## src/design/iou_box_tracker_macros.svh

```systemverilog
// Assertion helpers for the box tracker.
`ifndef IOU_BOX_TRACKER_MACROS_SVH
`define IOU_BOX_TRACKER_MACROS_SVH

// Same-cycle implication, gated by reset.
`define IOU_ASSERT_IMP(lbl, ante, cons, msg) \
  lbl: assert property (@(posedge clk) disable iff (!rst_n) (ante) |-> (cons)) \
    else $error(msg);

// Next-cycle implication, gated by reset.
`define IOU_ASSERT_NXT(lbl, ante, cons, msg) \
  lbl: assert property (@(posedge clk) disable iff (!rst_n) (ante) |=> (cons)) \
    else $error(msg);

`endif

```

## src/design/iou_pkg.sv

```systemverilog
package iou_pkg;

  // register indexes (paddr[3:2])
  localparam logic [1:0] REG_MATCH_NUM = 2'd0;
  localparam logic [1:0] REG_MATCH_DEN = 2'd1;
  localparam logic [1:0] REG_MAX_LOST  = 2'd2;

  localparam int unsigned CFG_ADDR_W = 4;
  localparam int unsigned CFG_DATA_W = 32;

  localparam logic [7:0]  RST_MATCH_NUM = 8'd3;
  localparam logic [7:0]  RST_MATCH_DEN = 8'd10;
  localparam logic [7:0]  RST_MAX_LOST  = 8'd15;

  localparam logic [7:0]  LOST_SAT = 8'hFF;
  localparam logic [15:0] AGE_SAT  = 16'hFFFF;

  // sequencer codes
  localparam int unsigned ST_W = 4;
  localparam logic [ST_W-1:0] ST_IDLE = 4'd0;
  localparam logic [ST_W-1:0] ST_AGE  = 4'd1;
  localparam logic [ST_W-1:0] ST_PSEL = 4'd2;
  localparam logic [ST_W-1:0] ST_OVL  = 4'd3;
  localparam logic [ST_W-1:0] ST_M1   = 4'd4;
  localparam logic [ST_W-1:0] ST_M2   = 4'd5;
  localparam logic [ST_W-1:0] ST_M3   = 4'd6;
  localparam logic [ST_W-1:0] ST_M4   = 4'd7;
  localparam logic [ST_W-1:0] ST_M5   = 4'd8;
  localparam logic [ST_W-1:0] ST_CMP  = 4'd9;
  localparam logic [ST_W-1:0] ST_TEND = 4'd10;
  localparam logic [ST_W-1:0] ST_NEW  = 4'd11;
  localparam logic [ST_W-1:0] ST_COMP = 4'd12;
  localparam logic [ST_W-1:0] ST_OUT  = 4'd13;

endpackage

```

## src/design/iou_in_if.sv

```systemverilog
interface iou_in_if #(parameter int CB = 12);
  logic          valid;
  logic          ready;
  logic          box_valid;
  logic [CB-1:0] box_x;
  logic [CB-1:0] box_y;
  logic [CB:0]   box_w;
  logic [CB:0]   box_h;
  logic          frame_end;

  modport source (output valid, box_valid, box_x, box_y, box_w, box_h, frame_end,
                  input ready);
  modport sink   (input valid, box_valid, box_x, box_y, box_w, box_h, frame_end,
                  output ready);
endinterface

```

## src/design/iou_out_if.sv

```systemverilog
interface iou_out_if #(parameter int CB = 12);
  logic          valid;
  logic          ready;
  logic          track_present;
  logic [15:0]   track_number;
  logic [CB-1:0] out_x;
  logic [CB-1:0] out_y;
  logic [CB:0]   out_w;
  logic [CB:0]   out_h;
  logic [7:0]    frames_lost;
  logic [15:0]   track_age;
  logic          is_new;
  logic          last_result;

  modport source (output valid, track_present, track_number, out_x, out_y, out_w, out_h,
                  frames_lost, track_age, is_new, last_result, input ready);
  modport sink   (input valid, track_present, track_number, out_x, out_y, out_w, out_h,
                  frames_lost, track_age, is_new, last_result, output ready);
endinterface

```

## src/design/iou_box_tracker.sv

```systemverilog
// Greedy IoU box tracker. Detection requests are buffered (up to MAX_DETS a
// frame, extras dropped) at one per cycle. A request with frame_end set starts
// frame processing, during which in_if.ready is low: an ageing step, then
// for every track T and every detection D a pair step through one shared
// multiplier (overlap, intersection, two areas, two cross-products, compare;
// the multiply steps only for an overlapping pair not yet taken), per track
// a select, end of scan and update step around its search, a pass over the
// buffered detections to open new tracks, a pass over the tracks to compact
// the table, then one result per track (or a single empty result) at the
// pace out_if.ready allows. IoU is compared exactly as inter*den > num*union.
// No clearing pass follows reset.
`include "iou_box_tracker_macros.svh"
module iou_box_tracker #(
  parameter int MAX_DETS   = 16,
  parameter int MAX_TRACKS = 16,
  parameter int COORD_BITS = 12
) (
  input  logic                             clk,
  input  logic                             rst_n,
  iou_in_if.sink                           in_if,
  iou_out_if.source                        out_if,
  input  logic                             cfg_psel,
  input  logic                             cfg_penable,
  input  logic                             cfg_pwrite,
  input  logic [iou_pkg::CFG_ADDR_W-1:0]   cfg_paddr,
  input  logic [iou_pkg::CFG_DATA_W-1:0]   cfg_pwdata,
  output logic [iou_pkg::CFG_DATA_W-1:0]   cfg_prdata,
  output logic                             cfg_pready
);
  import iou_pkg::*;

  localparam int CB = COORD_BITS;
  localparam int SB = CB + 1;        // size
  localparam int EB = CB + 2;        // far edge
  localparam int AB = 2 * SB;        // area
  localparam int UB = AB + 1;        // union
  localparam int PB = 2 * UB;        // cross-product
  localparam int DI = (MAX_DETS > 1) ? $clog2(MAX_DETS) : 1;
  localparam int DC = $clog2(MAX_DETS + 1);
  localparam int TI = (MAX_TRACKS > 1) ? $clog2(MAX_TRACKS) : 1;
  localparam int TC = $clog2(MAX_TRACKS + 1);

  // config registers
  logic [7:0] match_num_r, match_den_r, max_lost_r;

  // detection buffer
  logic [CB-1:0] det_x_r [MAX_DETS];
  logic [CB-1:0] det_y_r [MAX_DETS];
  logic [SB-1:0] det_w_r [MAX_DETS];
  logic [SB-1:0] det_h_r [MAX_DETS];
  logic [DC-1:0] det_cnt_r;
  logic [MAX_DETS-1:0] taken_r;

  // track table; used slots are the prefix [0, n_r)
  logic [15:0]   sl_id_r   [MAX_TRACKS];
  logic [CB-1:0] sl_x_r    [MAX_TRACKS];
  logic [CB-1:0] sl_y_r    [MAX_TRACKS];
  logic [SB-1:0] sl_w_r    [MAX_TRACKS];
  logic [SB-1:0] sl_h_r    [MAX_TRACKS];
  logic [7:0]    sl_lost_r [MAX_TRACKS];
  logic [15:0]   sl_age_r  [MAX_TRACKS];
  logic [MAX_TRACKS-1:0] fresh_r;
  logic [TC-1:0] n_r;
  logic [15:0]   next_id_r;

  // sequencer
  logic [ST_W-1:0] state_r, state_nxt;
  logic [TC-1:0] i_r, k_r;
  logic [DC-1:0] d_r;
  // index of the best detection so far
  logic [DI-1:0] bdi_r;

  // pair datapath
  logic [SB-1:0] iw_r, ih_r;
  logic [AB-1:0] inter_r, at_r, ad_r;
  logic [UB-1:0] un_r;
  logic [PB-1:0] lhs_r, rhs_r;
  logic [AB-1:0] bi_r;
  logic [UB-1:0] bu_r;
  logic          best_vld_r;
  logic [CB-1:0] bx_r, by_r;
  logic [SB-1:0] bw_r, bh_r;

  // output register
  logic          o_vld_r, o_pres_r, o_new_r, o_last_r;
  logic [15:0]   o_id_r, o_age_r;
  logic [CB-1:0] o_x_r, o_y_r;
  logic [SB-1:0] o_w_r, o_h_r;
  logic [7:0]    o_lost_r;

  logic in_acc, cfg_wr, out_free;
  assign in_if.ready = (state_r == ST_IDLE);
  assign in_acc      = in_if.valid && in_if.ready;
  assign cfg_wr      = cfg_psel && cfg_penable && cfg_pwrite;
  assign cfg_pready  = 1'b1;
  assign out_free    = !o_vld_r || out_if.ready;

  always_comb begin
    cfg_prdata = '0;
    unique case (cfg_paddr[3:2])
      REG_MATCH_NUM: cfg_prdata[7:0] = match_num_r;
      REG_MATCH_DEN: cfg_prdata[7:0] = match_den_r;
      REG_MAX_LOST:  cfg_prdata[7:0] = max_lost_r;
      default:       cfg_prdata = '0;
    endcase
  end

  // current track (i_r) and detection (d_r) views
  logic [TI-1:0] ti;
  logic [DI-1:0] di;
  assign ti = i_r[TI-1:0];
  assign di = d_r[DI-1:0];

  logic [CB-1:0] tx, ty, dx, dy;
  logic [SB-1:0] tw, th, dw, dh;
  assign tx = sl_x_r[ti];
  assign ty = sl_y_r[ti];
  assign tw = sl_w_r[ti];
  assign th = sl_h_r[ti];
  assign dx = det_x_r[di];
  assign dy = det_y_r[di];
  assign dw = det_w_r[di];
  assign dh = det_h_r[di];

  // overlap geometry
  logic [EB-1:0] x1, y1, x2, y2, tx2, dx2, ty2, dy2, ew, eh;
  logic          ovl;
  always_comb begin
    x1  = (tx > dx) ? EB'(tx) : EB'(dx);
    y1  = (ty > dy) ? EB'(ty) : EB'(dy);
    tx2 = EB'(tx) + EB'(tw);
    dx2 = EB'(dx) + EB'(dw);
    ty2 = EB'(ty) + EB'(th);
    dy2 = EB'(dy) + EB'(dh);
    x2  = (tx2 < dx2) ? tx2 : dx2;
    y2  = (ty2 < dy2) ? ty2 : dy2;
    ovl = (x2 > x1) && (y2 > y1);
    ew  = x2 - x1;
    eh  = y2 - y1;
  end

  // the shared multiplier
  logic [UB-1:0] mul_a, mul_b;
  logic [PB-1:0] mul_p;
  always_comb begin
    case (state_r)
      ST_M1:   begin mul_a = UB'(iw_r);    mul_b = UB'(ih_r); end
      ST_M2:   begin mul_a = UB'(tw);      mul_b = UB'(th);   end
      ST_M3:   begin mul_a = UB'(dw);      mul_b = UB'(dh);   end
      ST_M4:   begin mul_a = UB'(inter_r); mul_b = bu_r;      end
      ST_M5:   begin mul_a = UB'(bi_r);    mul_b = un_r;      end
      default: begin mul_a = '0;           mul_b = '0;        end
    endcase
    mul_p = mul_a * mul_b;
  end

  logic det_full, tbl_full, last_trk;
  assign det_full = (det_cnt_r == DC'(MAX_DETS));
  assign tbl_full = (n_r == TC'(MAX_TRACKS));
  assign last_trk = (i_r + TC'(1) == n_r);

  // next state
  always_comb begin
    state_nxt = state_r;
    unique case (state_r)
      ST_IDLE: if (in_acc && in_if.frame_end) state_nxt = ST_AGE;
      ST_AGE:  state_nxt = (n_r == '0) ? ST_NEW : ST_PSEL;
      ST_PSEL: state_nxt = ST_OVL;
      ST_OVL: begin
        if (d_r == det_cnt_r) state_nxt = ST_TEND;
        else if (!taken_r[di] && ovl) state_nxt = ST_M1;
      end
      ST_M1:   state_nxt = ST_M2;
      ST_M2:   state_nxt = ST_M3;
      ST_M3:   state_nxt = ST_M4;
      ST_M4:   state_nxt = ST_M5;
      ST_M5:   state_nxt = ST_CMP;
      ST_CMP:  state_nxt = ST_OVL;
      ST_TEND: state_nxt = last_trk ? ST_NEW : ST_PSEL;
      ST_NEW:  if (d_r == det_cnt_r) state_nxt = ST_COMP;
      ST_COMP: if (i_r == n_r) state_nxt = ST_OUT;
      ST_OUT: begin
        if (out_free && (n_r == '0 || last_trk)) state_nxt = ST_IDLE;
      end
      default: state_nxt = ST_IDLE;
    endcase
  end

  // control registers
  always_ff @(posedge clk) begin
    if (!rst_n) begin
      state_r     <= ST_IDLE;
      match_num_r <= RST_MATCH_NUM;
      match_den_r <= RST_MATCH_DEN;
      max_lost_r  <= RST_MAX_LOST;
      det_cnt_r   <= '0;
      taken_r     <= '0;
      n_r         <= '0;
      next_id_r   <= '0;
      fresh_r     <= '0;
      o_vld_r     <= 1'b0;
      i_r         <= '0;
      k_r         <= '0;
      d_r         <= '0;
      best_vld_r  <= 1'b0;
    end else begin
      state_r <= state_nxt;
      if (cfg_wr) begin
        case (cfg_paddr[3:2])
          REG_MATCH_NUM: match_num_r <= cfg_pwdata[7:0];
          REG_MATCH_DEN: match_den_r <= cfg_pwdata[7:0];
          REG_MAX_LOST:  max_lost_r  <= cfg_pwdata[7:0];
          default: ;
        endcase
      end
      // result register: load a new result or drop the one taken
      if (state_r == ST_OUT && out_free) o_vld_r <= 1'b1;
      else if (out_if.ready) o_vld_r <= 1'b0;

      unique case (state_r)
        ST_IDLE: begin
          if (in_acc && in_if.box_valid && !det_full) det_cnt_r <= det_cnt_r + DC'(1);
          i_r <= '0;
        end
        ST_AGE: begin
          taken_r <= '0;
          fresh_r <= '0;
          d_r     <= '0;
        end
        ST_PSEL: begin
          d_r        <= '0;
          best_vld_r <= 1'b0;
        end
        ST_OVL: begin
          if (d_r != det_cnt_r && (taken_r[di] || !ovl)) d_r <= d_r + DC'(1);
        end
        ST_CMP: begin
          if (lhs_r > rhs_r) best_vld_r <= 1'b1;
          d_r <= d_r + DC'(1);
        end
        ST_TEND: begin
          i_r <= i_r + TC'(1);
          d_r <= '0;
        end
        ST_NEW: begin
          if (d_r != det_cnt_r) begin
            d_r <= d_r + DC'(1);
            if (!taken_r[di] && !tbl_full) begin
              n_r       <= n_r + TC'(1);
              next_id_r <= next_id_r + 16'd1;
              fresh_r[n_r[TI-1:0]] <= 1'b1;
            end
          end else begin
            i_r <= '0;
            k_r <= '0;
          end
        end
        ST_COMP: begin
          if (i_r == n_r) begin
            n_r       <= k_r;
            i_r       <= '0;
            det_cnt_r <= '0;
            taken_r   <= '0;
          end else begin
            i_r <= i_r + TC'(1);
            if (sl_lost_r[ti] <= max_lost_r) begin
              k_r <= k_r + TC'(1);
              fresh_r[k_r[TI-1:0]] <= fresh_r[ti];
            end
          end
        end
        ST_OUT: begin
          if (out_free) begin
            i_r <= i_r + TC'(1);
          end
        end
        default: ;
      endcase
      if (state_r == ST_TEND && best_vld_r) taken_r[bdi_r] <= 1'b1;
    end
  end

  // payload and storage
  always_ff @(posedge clk) begin
    if (state_r == ST_IDLE && in_acc && in_if.box_valid && !det_full) begin
      det_x_r[det_cnt_r[DI-1:0]] <= in_if.box_x;
      det_y_r[det_cnt_r[DI-1:0]] <= in_if.box_y;
      det_w_r[det_cnt_r[DI-1:0]] <= in_if.box_w;
      det_h_r[det_cnt_r[DI-1:0]] <= in_if.box_h;
    end
    unique case (state_r)
      ST_AGE: begin
        for (int j = 0; j < MAX_TRACKS; j++) begin
          if (TC'(j) < n_r && sl_lost_r[j] != LOST_SAT) sl_lost_r[j] <= sl_lost_r[j] + 8'd1;
        end
      end
      ST_PSEL: begin
        bi_r <= AB'(match_num_r);
        bu_r <= UB'(match_den_r);
      end
      ST_OVL: begin
        iw_r <= ew[SB-1:0];
        ih_r <= eh[SB-1:0];
      end
      ST_M1: inter_r <= mul_p[AB-1:0];
      ST_M2: at_r    <= mul_p[AB-1:0];
      ST_M3: ad_r    <= mul_p[AB-1:0];
      ST_M4: begin
        un_r  <= UB'(at_r) + UB'(ad_r) - UB'(inter_r);
        lhs_r <= mul_p;
      end
      ST_M5: rhs_r <= mul_p;
      ST_CMP: begin
        if (lhs_r > rhs_r) begin
          bi_r  <= inter_r;
          bu_r  <= un_r;
          bdi_r <= di;
          bx_r  <= dx;
          by_r  <= dy;
          bw_r  <= dw;
          bh_r  <= dh;
        end
      end
      ST_TEND: begin
        if (best_vld_r) begin
          sl_x_r[ti]    <= bx_r;
          sl_y_r[ti]    <= by_r;
          sl_w_r[ti]    <= bw_r;
          sl_h_r[ti]    <= bh_r;
          sl_lost_r[ti] <= 8'd0;
          if (sl_age_r[ti] != AGE_SAT) sl_age_r[ti] <= sl_age_r[ti] + 16'd1;
        end
      end
      ST_NEW: begin
        if (d_r != det_cnt_r && !taken_r[di] && !tbl_full) begin
          sl_id_r[n_r[TI-1:0]]   <= next_id_r;
          sl_x_r[n_r[TI-1:0]]    <= dx;
          sl_y_r[n_r[TI-1:0]]    <= dy;
          sl_w_r[n_r[TI-1:0]]    <= dw;
          sl_h_r[n_r[TI-1:0]]    <= dh;
          sl_lost_r[n_r[TI-1:0]] <= 8'd0;
          sl_age_r[n_r[TI-1:0]]  <= 16'd0;
        end
      end
      ST_COMP: begin
        if (i_r != n_r && sl_lost_r[ti] <= max_lost_r) begin
          sl_id_r[k_r[TI-1:0]]   <= sl_id_r[ti];
          sl_x_r[k_r[TI-1:0]]    <= tx;
          sl_y_r[k_r[TI-1:0]]    <= ty;
          sl_w_r[k_r[TI-1:0]]    <= tw;
          sl_h_r[k_r[TI-1:0]]    <= th;
          sl_lost_r[k_r[TI-1:0]] <= sl_lost_r[ti];
          sl_age_r[k_r[TI-1:0]]  <= sl_age_r[ti];
        end
      end
      ST_OUT: begin
        if (out_free) begin
          if (n_r == '0) begin
            // empty table: one blank result closes the frame
            o_pres_r <= 1'b0;
            o_id_r   <= '0;
            o_x_r    <= '0;
            o_y_r    <= '0;
            o_w_r    <= '0;
            o_h_r    <= '0;
            o_lost_r <= '0;
            o_age_r  <= '0;
            o_new_r  <= 1'b0;
            o_last_r <= 1'b1;
          end else begin
            o_pres_r <= 1'b1;
            o_id_r   <= sl_id_r[ti];
            o_x_r    <= tx;
            o_y_r    <= ty;
            o_w_r    <= tw;
            o_h_r    <= th;
            o_lost_r <= sl_lost_r[ti];
            o_age_r  <= sl_age_r[ti];
            o_new_r  <= fresh_r[ti];
            o_last_r <= last_trk;
          end
        end
      end
      default: ;
    endcase
  end

  assign out_if.valid         = o_vld_r;
  assign out_if.track_present = o_pres_r;
  assign out_if.track_number  = o_id_r;
  assign out_if.out_x         = o_x_r;
  assign out_if.out_y         = o_y_r;
  assign out_if.out_w         = o_w_r;
  assign out_if.out_h         = o_h_r;
  assign out_if.frames_lost   = o_lost_r;
  assign out_if.track_age     = o_age_r;
  assign out_if.is_new        = o_new_r;
  assign out_if.last_result   = o_last_r;

  `IOU_ASSERT_IMP(a_det_bound, 1'b1, det_cnt_r <= DC'(MAX_DETS), "detection count overflow")
  `IOU_ASSERT_IMP(a_trk_bound, 1'b1, n_r <= TC'(MAX_TRACKS), "track count overflow")
  `IOU_ASSERT_IMP(a_blank_last, o_vld_r && !o_pres_r, o_last_r, "blank result not last")
  `IOU_ASSERT_IMP(a_start, state_r == ST_IDLE && state_nxt != ST_IDLE,
                  in_acc && in_if.frame_end, "frame started without frame end")
  `IOU_ASSERT_NXT(a_flush, state_r == ST_COMP && i_r == n_r, det_cnt_r == '0,
                  "detection buffer not flushed")

endmodule

```

## src/flat_wrapper.sv

```systemverilog
// flat-port wrapper written by rule: the top's interface ports become plain ports
module iou_box_tracker_flat import iou_pkg::*;
#(
  parameter int MAX_DETS   = 16,
  parameter int MAX_TRACKS = 16,
  parameter int COORD_BITS = 12
)
  (clk, rst_n, cfg_psel, cfg_penable, cfg_pwrite, cfg_paddr, cfg_pwdata, cfg_prdata, cfg_pready, in_if_valid, in_if_box_valid, in_if_box_x, in_if_box_y, in_if_box_w, in_if_box_h, in_if_frame_end, in_if_ready, out_if_valid, out_if_track_present, out_if_track_number, out_if_out_x, out_if_out_y, out_if_out_w, out_if_out_h, out_if_frames_lost, out_if_track_age, out_if_is_new, out_if_last_result, out_if_ready);
  iou_in_if #(.CB(12)) in_if_i ();
  iou_out_if #(.CB(12)) out_if_i ();
  input  logic clk;
  input  logic rst_n;
  input  logic cfg_psel;
  input  logic cfg_penable;
  input  logic cfg_pwrite;
  input  logic [iou_pkg::CFG_ADDR_W-1:0] cfg_paddr;
  input  logic [iou_pkg::CFG_DATA_W-1:0] cfg_pwdata;
  output logic [iou_pkg::CFG_DATA_W-1:0] cfg_prdata;
  output logic cfg_pready;
  input wire logic [$bits(in_if_i.valid)-1:0] in_if_valid;
  input wire logic [$bits(in_if_i.box_valid)-1:0] in_if_box_valid;
  input wire logic [$bits(in_if_i.box_x)-1:0] in_if_box_x;
  input wire logic [$bits(in_if_i.box_y)-1:0] in_if_box_y;
  input wire logic [$bits(in_if_i.box_w)-1:0] in_if_box_w;
  input wire logic [$bits(in_if_i.box_h)-1:0] in_if_box_h;
  input wire logic [$bits(in_if_i.frame_end)-1:0] in_if_frame_end;
  output wire logic [$bits(in_if_i.ready)-1:0] in_if_ready;
  output wire logic [$bits(out_if_i.valid)-1:0] out_if_valid;
  output wire logic [$bits(out_if_i.track_present)-1:0] out_if_track_present;
  output wire logic [$bits(out_if_i.track_number)-1:0] out_if_track_number;
  output wire logic [$bits(out_if_i.out_x)-1:0] out_if_out_x;
  output wire logic [$bits(out_if_i.out_y)-1:0] out_if_out_y;
  output wire logic [$bits(out_if_i.out_w)-1:0] out_if_out_w;
  output wire logic [$bits(out_if_i.out_h)-1:0] out_if_out_h;
  output wire logic [$bits(out_if_i.frames_lost)-1:0] out_if_frames_lost;
  output wire logic [$bits(out_if_i.track_age)-1:0] out_if_track_age;
  output wire logic [$bits(out_if_i.is_new)-1:0] out_if_is_new;
  output wire logic [$bits(out_if_i.last_result)-1:0] out_if_last_result;
  input wire logic [$bits(out_if_i.ready)-1:0] out_if_ready;
  assign in_if_i.valid = in_if_valid;
  assign in_if_i.box_valid = in_if_box_valid;
  assign in_if_i.box_x = in_if_box_x;
  assign in_if_i.box_y = in_if_box_y;
  assign in_if_i.box_w = in_if_box_w;
  assign in_if_i.box_h = in_if_box_h;
  assign in_if_i.frame_end = in_if_frame_end;
  assign in_if_ready = in_if_i.ready;
  assign out_if_valid = out_if_i.valid;
  assign out_if_track_present = out_if_i.track_present;
  assign out_if_track_number = out_if_i.track_number;
  assign out_if_out_x = out_if_i.out_x;
  assign out_if_out_y = out_if_i.out_y;
  assign out_if_out_w = out_if_i.out_w;
  assign out_if_out_h = out_if_i.out_h;
  assign out_if_frames_lost = out_if_i.frames_lost;
  assign out_if_track_age = out_if_i.track_age;
  assign out_if_is_new = out_if_i.is_new;
  assign out_if_last_result = out_if_i.last_result;
  assign out_if_i.ready = out_if_ready;
  iou_box_tracker #(.MAX_DETS(MAX_DETS), .MAX_TRACKS(MAX_TRACKS), .COORD_BITS(COORD_BITS)) u_core (.clk(clk), .rst_n(rst_n), .in_if(in_if_i), .out_if(out_if_i), .cfg_psel(cfg_psel), .cfg_penable(cfg_penable), .cfg_pwrite(cfg_pwrite), .cfg_paddr(cfg_paddr), .cfg_pwdata(cfg_pwdata), .cfg_prdata(cfg_prdata), .cfg_pready(cfg_pready));
endmodule
```

## config.mk

```make
export PLATFORM = sky130hd
export DESIGN_NAME = iou_box_tracker_flat
export DESIGN_NICKNAME = d
export VERILOG_FILES = /design/src/design/iou_pkg.sv /design/src/design/iou_in_if.sv /design/src/design/iou_out_if.sv /design/src/design/iou_box_tracker.sv /design/src/flat_wrapper.sv
export VERILOG_INCLUDE_DIRS = /design/src /design/src/design
export SDC_FILE = /design/constraint.sdc
export NUM_CORES = 2
export LEC_CHECK = 0
export ABC_AREA = 0
export BUFFER_PORTS_ARGS = -buffer_cell sky130_fd_sc_hd__buf_2
export CAP_MARGIN = 15
export CORE_MARGIN = 2
export CORE_UTILIZATION = 49
export DETAILED_ROUTE_END_ITERATION = 10
export GPL_ROUTABILITY_DRIVEN = 0
export HOLD_SLACK_MARGIN = 0.12
export PLACE_DENSITY = 0.73
export SLEW_MARGIN = 10
export SYNTH_ARGS = -nofsm -noshare
export SYNTH_HDL_FRONTEND = slang
export SYNTH_SLANG_ARGS = --single-unit
export TNS_END_PERCENT = 1
```

## constraint.sdc

```tcl
create_clock -name clk -period 11 [get_ports clk]
set_input_delay 1.65 -clock clk [delete_from_list [all_inputs] [get_ports clk]]
set_output_delay 1.65 -clock clk [all_outputs]
set_load 0.03 [all_outputs]
```

=== Word level (Yosys, flattened, before mapping) ===
Memory sizes are Yosys's and may differ from the RTL's. A register that Yosys moved wholly into a read port is not among the register bits.
Index checks and enable logic that the tools add are counted.

* Output and inout port bits: 128
* Register bits: 542
* Bits of input ports: 95
* Memories kept: 11
* Logic and storage cells: 444
* Memory bits (writable): 2240

* Reduce and logical (&&, ||, !) cells: 86
* Muxes and demuxes: 189
* Eq/ne operators: 53
* Add/subtract/negate cells: 31
* $mul: 1
* Bitwise logic cells: 2
* Magnitude comparators: 32

{| class="wikitable"
|+ Memories
! name !! words !! bits a word !! read ports !! clocked after Yosys merged registers in !! write ports !! line !! text
|-
| u_core.sl_age_r || 16 || 16 || 1 || 1 || 1 || iou_box_tracker.sv:61 || <nowiki>logic [15:0] sl_age_r [MAX_TRACKS];</nowiki>
|-
| u_core.sl_id_r || 16 || 16 || 1 || 1 || 1 || iou_box_tracker.sv:55 || <nowiki>logic [15:0] sl_id_r [MAX_TRACKS];</nowiki>
|-
| u_core.det_h_r || 16 || 13 || 1 || 1 || 1 || iou_box_tracker.sv:50 || <nowiki>logic [SB-1:0] det_h_r [MAX_DETS];</nowiki>
|-
| u_core.det_w_r || 16 || 13 || 1 || 1 || 1 || iou_box_tracker.sv:49 || <nowiki>logic [SB-1:0] det_w_r [MAX_DETS];</nowiki>
|-
| u_core.sl_h_r || 16 || 13 || 1 || 1 || 1 || iou_box_tracker.sv:59 || <nowiki>logic [SB-1:0] sl_h_r [MAX_TRACKS];</nowiki>
|-
| u_core.sl_w_r || 16 || 13 || 1 || 1 || 1 || iou_box_tracker.sv:58 || <nowiki>logic [SB-1:0] sl_w_r [MAX_TRACKS];</nowiki>
|-
| +5 memories || - || - || - || - || - || - ||
|}

{| class="wikitable"
|+ Operators by type and width
! kind !! count
|-
| $mux W4 || 44
|-
| $mux W16 || 10
|-
| $pmux W27 S5 || 1
|-
| $pmux W26 S5 || 1
|-
| $add A8 B1 Y8 const B || 16
|-
| $ne A8 B8 Y1 const B || 16
|-
| $mux W1 || 86
|-
| $mux W12 || 6
|-
| $mux W5 || 12
|-
| $add A12 B13 Y14 || 4
|-
| $gt A54 B54 Y1 || 1
|-
| $pmux W27 S2 || 1
|-
| $mul A26 B27 Y53 || 1
|-
| $mux W13 || 4
|-
| $pmux W26 S2 || 1
|-
| $pmux W4 S13 || 1
|-
| $reduce_or A13 Y1 || 4
|-
| $pmux W16 S3 || 1
|-
| $reduce_or A12 Y1 || 4
|-
| $reduce_or A16 Y1 || 3
|-
| $lt A4 B5 Y1 const A || 8
|-
| $logic_and A1 B1 Y1 || 38
|-
| $add A16 B1 Y16 const B || 2
|-
| $or A16 B16 Y16 || 2
|-
| other kinds (55) || 127
|}

=== Logic depth before layout (Yosys ltp) ===
* Depth in word-level cells: 12
* Mapped depth: 40
* Gate-level depth less buffers: 33

=== Worst setup path before layout ===
OpenSTA, ideal clock, no wires.

* Path kind: flip-flop to flip-flop
* From: register u_core.state_r[1]
* To: register u_core.lhs_r[51] (data pin)
* Arrival time: 11.068 ns
* Cell stages (with the launch flop): 31
* Path slack: -0.331 ns
* Buffers on the path: 4
* Library setup time: 0.262 ns
* Data required time: 10.738 ns
* Period minus slack after synthesis: 11.331 ns
* Cell sequence: dfxtp_1 > clkbuf_1 > nand2_1 > nor2_1 > clkbuf_1 > buf_1 > clkbuf_1 > a22oi_1 > nor2_1 > fa_1 > fa_1 > inv_1 > fa_1 > fa_1 > inv_1 > fa_1 > fa_1 > inv_1 > fa_1 > inv_1 > ha_1 > o21ai_0 > a21oi_1 > a221oi_1 > o41ai_1 > a221o_1 > a41o_1 > a221oi_1 > o21ai_0 > a21oi_1 > xnor2_1

* Word-level cells in the longest chain between the ends: 3
* Elaborated cells between the ends (all ways): 8
* Classes of those cells: mul: 1; eq/ne: 5; mux: 2

{| class="wikitable"
|+ RTL lines
! element !! line !! text
|-
| from (decl) || iou_box_tracker.sv:67 || <nowiki>logic [ST_W-1:0] state_r, state_nxt;</nowiki>
|-
| from (signal assigned) || iou_box_tracker.sv:207 || <nowiki>state_r <= state_nxt;</nowiki>
|-
| $eq A4 B4 Y1 / $eq A4 B3 Y1 (equally long branches) || iou_box_tracker.sv:146 || <nowiki>case (state_r)</nowiki>
|-
| $pmux W26 S5 / $pmux W27 S5 (equally long branches) || iou_box_tracker.sv:146 ||
|-
| $mul A26 B27 Y53 (*) || iou_box_tracker.sv:154 || <nowiki>mul_p = mul_a * mul_b;</nowiki>
|-
| named net u_core.mul_p[51] || iou_box_tracker.sv:144 || <nowiki>logic [PB-1:0] mul_p;</nowiki>
|-
| to (signal assigned) || iou_box_tracker.sv:310 || <nowiki>lhs_r <= mul_p;</nowiki>
|-
| to (decl) || iou_box_tracker.sv:77 || <nowiki>logic [PB-1:0] lhs_r, rhs_r;</nowiki>
|}

Mark *: on every way through the listed nets, which the timed path passes. The rest lies on a longest branch.
A chain may end at the register's enable or synchronous reset.

==> results.md <==
* Commonest register cell after synthesis: edfxtp_1
* Top cells by count, synth: edfxtp_1 (2,677), inv_1 (955), nand2_1 (739)
* Final core occ at 0.5469
* Synthesis-to-finish area growth at 11.21%
* Grt ovf at 0
* Final hold vios at 0
* Layout filler cell count at 22.03k
* Dpl cells at 13.07k
* Routed Wire Length at 394.8 mm
* Req. time, crit path at 11,580 ps
* Slew headroom at 0.1974
* Post-route non-filler standard cell count at 13.62k
* Final Cycle Share at 0.9540
* Hold Buf Count CTS at 0
* CP startpoint kind: flip-flop
* CP dominant cell by count: fa_1
* First-pass GRT wire length at 574.3 mm
* Max H-tree Level at 5
* Crit path kind: reg -> reg
* Fin nets at 10.75k
* PD cells at 186.3 mW/mm2
* Critical path arrival at 11,070 ps
* Share of layout cells above drive strength 1 at 0.1778
* Clock tree buffer depth at 4
* Max capacitance violation total at 0
* Post-Syn Area per Cell at 15.27 um2
* Post-synth EDFFs at 2,677
* Tmin final at 10,490 ps
* Register bit total from synthesis at 2,788
* YS warnings at 0
* Pin slew with the least headroom to its limit at 1204 ps
* Largest cells by area after synthesis: edfxtp_1 (57%), mux4_2 (11%), fa_1 (8.9%)
* Hold_ws at 467.2 ps
* I/O Buffers at 171
* CTS tree: built
* Tot GR Track Use at 0.2676
* DR DRC count at 0
* Post-Route Skew at 99.33 ps
* Core Rows at 197
* Critical Path End Type: flip-flop
* First-pass detailed-route iteration total at 6
* Total chip power at 29.30 mW
* Die footprint at 0.2930 mm2
* Drt first-iter violations at 11.05k
* CP max stage delay at 730 ps
* Top cell type by total area after synthesis: edfxtp_1
* Via/cell ratio at 6.179
* Area share of the largest cell type after synthesis at 0.5683
* RR Endpoint: u_core.rhs_r[51]
* Syn Inst Count at 9,263
* Final ANT Viol Nets at 0
* Endpoint, Worst Hold: u_core.k_r[4]
* Vias at 84.16k
* Sequential share of the synthesized area at 0.5840
* Most numerous cell in the Yosys netlist: edfxtp_1
* Postcts setup bufs at 0
* Worst Path Max Fanout at 22
* Final setup fails at 0
* TritonCTS Buffers at 294
* I/O pin cnt at 223
* Clock Pin Slew Worst Setup and Hold Paths at 60 ps
* Die height at 541.3 um
* Hold depth at 1
* Sink Count at 2,788
* Largest net degree at the start of global routing at 99
* Hold crit path type: reg -> reg
* Outcome: completed
* Max Transition Viols Final at 0
* CP max-delay cell: a21oi_2
* Worst R2R Path Depth at 28
* Detailed placer's ending HPWL at 255.6 mm
* Initial antenna violation count at 39
* Crit path max-delay family: adder cells
* Root Buffer: clkbuf_16
* Buffer and inverter count on the worst path at 6
* FMAX at 95.29 MHz
* Leak at 55.65 nW
* Routed len/inst at 28.99 um
* Yosys cell types at 101
* Clk Latency, worst-skew pair at 940 ps
* Vias in the first global route at 85.59k
* Die W at 541.3 um
* Core Footprint at 0.2877 mm2
* Worst VDD drop at 0.2367 mV
* Reg-to-reg slack, setup at 510 ps
* Async set or reset register ratio after synthesis at 0
* Initial Util at 0.4918
* Area of the mapped netlist at 0.1415 mm2
* Setup repair after global routing missed its margin: no
* TNS Setup at 0 ps
* HP Start: u_core.k_r[4]
==> how the worst max path moves through the flow <==
stage	from	endpoint	depth (start not counted)
2_1_floorplan	u_core.state_r[2]	u_core.lhs_r[51]	30
3_3_place_gp	flip-flop	u_core.lhs_r[46]	28
3_5_place_dp	flip-flop	u_core.rhs_r[51]	31
4_1_cts	flip-flop	u_core.rhs_r[51]	31
5_1_grt	flip-flop	u_core.rhs_r[51]	28
6_report	flip-flop	u_core.rhs_r[51]	28
==> cell usage in the layout (no fill, tap or decap), types with 30 or more instances in the layout <==
| cell | count |
|---|---|
| nor3_1 | 43 |
| a31oi_1 | 30 |
| clkinv_2 | 49 |
| clkinv_1 | 66 |
| a21o_1 | 105 |
| xor2_1 | 136 |
| mux2i_1 | 166 |
| nand2_1 | 739 |
| clkbuf_1 | 53 |
| nand2b_1 | 49 |
| inv_1 | 947 |
| nor2b_1 | 78 |
| nand4_1 | 52 |
| and2_1 | 159 |
| xnor2_1 | 134 |
| clkbuf_16 | 297 |
| and3_1 | 45 |
| mux4_2 | 710 |
| a22oi_1 | 77 |
| buf_4 | 254 |
| dfxtp_1 | 103 |
| ha_1 | 434 |
| nand3_1 | 143 |
| o22ai_1 | 41 |
| fa_1 | 630 |
| buf_2 | 170 |
| o21ai_0 | 127 |
| edfxtp_1 | 2677 |
| a21oi_1 | 195 |
| nor2_1 | 543 |
==> repair_timing <==
item,CTS,global route
gates resized for setup,0,4
setup endpoints to repair,0,4
hold endpoints to repair,0,0
==> where the power goes <==
group          internal [mW]  switching (mW)
registers               12.0           0.103
logic                   2.61            4.68
clock network           5.57            4.32
==> logic make-up after synthesis <==
group	Yosys count	share of synthesized area
adders and majority gates	1065	0.1276
xor gates and xnor gates	270	0.01672
DFF	2788	0.5840
buffers and inverters	1399	0.04005
AOI/OAI and AO/OA	829	0.03941
and+or+nand+nor	1994	0.06407
muxes	916	0.1281
other	2	0.00005309
==> final cells by class <==
cell class | instances | area (um2) | share of cell area
tap | 3781 | 4731 | 0.03007
multi-input combinational | 5099 | 53590 | 0.3407
clock inverter | 176 | 1869 | 0.01188
antenna | 16 | 40.04 | 0.0002545
inverter | 960 | 3615 | 0.02298
sequential | 2788 | 82640 | 0.5253
timing repair buffer | 444 | 3119 | 0.01983
clock buffer | 356 | 7705 | 0.04898
==> state kept, by name (all words and copies together) (netlist names), 26 cells and up, named ones only <==
| name | count |
|---|---|
| u_core.sl_age_r | 256 |
| u_core.det_x_r | 192 |
| u_core.sl_id_r | 256 |
| u_core.sl_y_r | 192 |
| u_core.un_r | 27 |
| u_core.det_y_r | 192 |
| u_core.sl_w_r | 208 |
| u_core.sl_h_r | 208 |
| u_core.bu_r | 27 |
| u_core.bi_r | 26 |
| u_core.sl_lost_r | 128 |
| u_core.rhs_r | 53 |
| u_core.inter_r | 26 |
| u_core.sl_x_r | 192 |
| u_core.det_w_r | 208 |
| u_core.lhs_r | 53 |
| u_core.ad_r | 26 |
| u_core.det_h_r | 208 |
| u_core.at_r | 26 |
==> per-layer routing <==
metal  track usage  vias up  wire length, um
met5             0        -              175
met4        0.1374       22            23600
met3       0.06567     1065            45120
met2        0.4210     5269           183500
met1        0.3465    43170           142400
li1              -    34630                -
==> per-stage QoR <==
| stage | setup slack (ps) | cell area [um2] |
|---|---|---|
| 2_1_floorplan | 623.0 | 141500 |
| 3_3_place_gp | 819.8 | 147700 |
| 5_1_grt | 32.34 | 157300 |
| 6_report | 505.7 | 157300 |
| 3_5_place_dp | 654.9 | 147700 |
| 4_1_cts | 532.5 | 157200 |
Note: power is estimated with default switching activity, not from simulation.
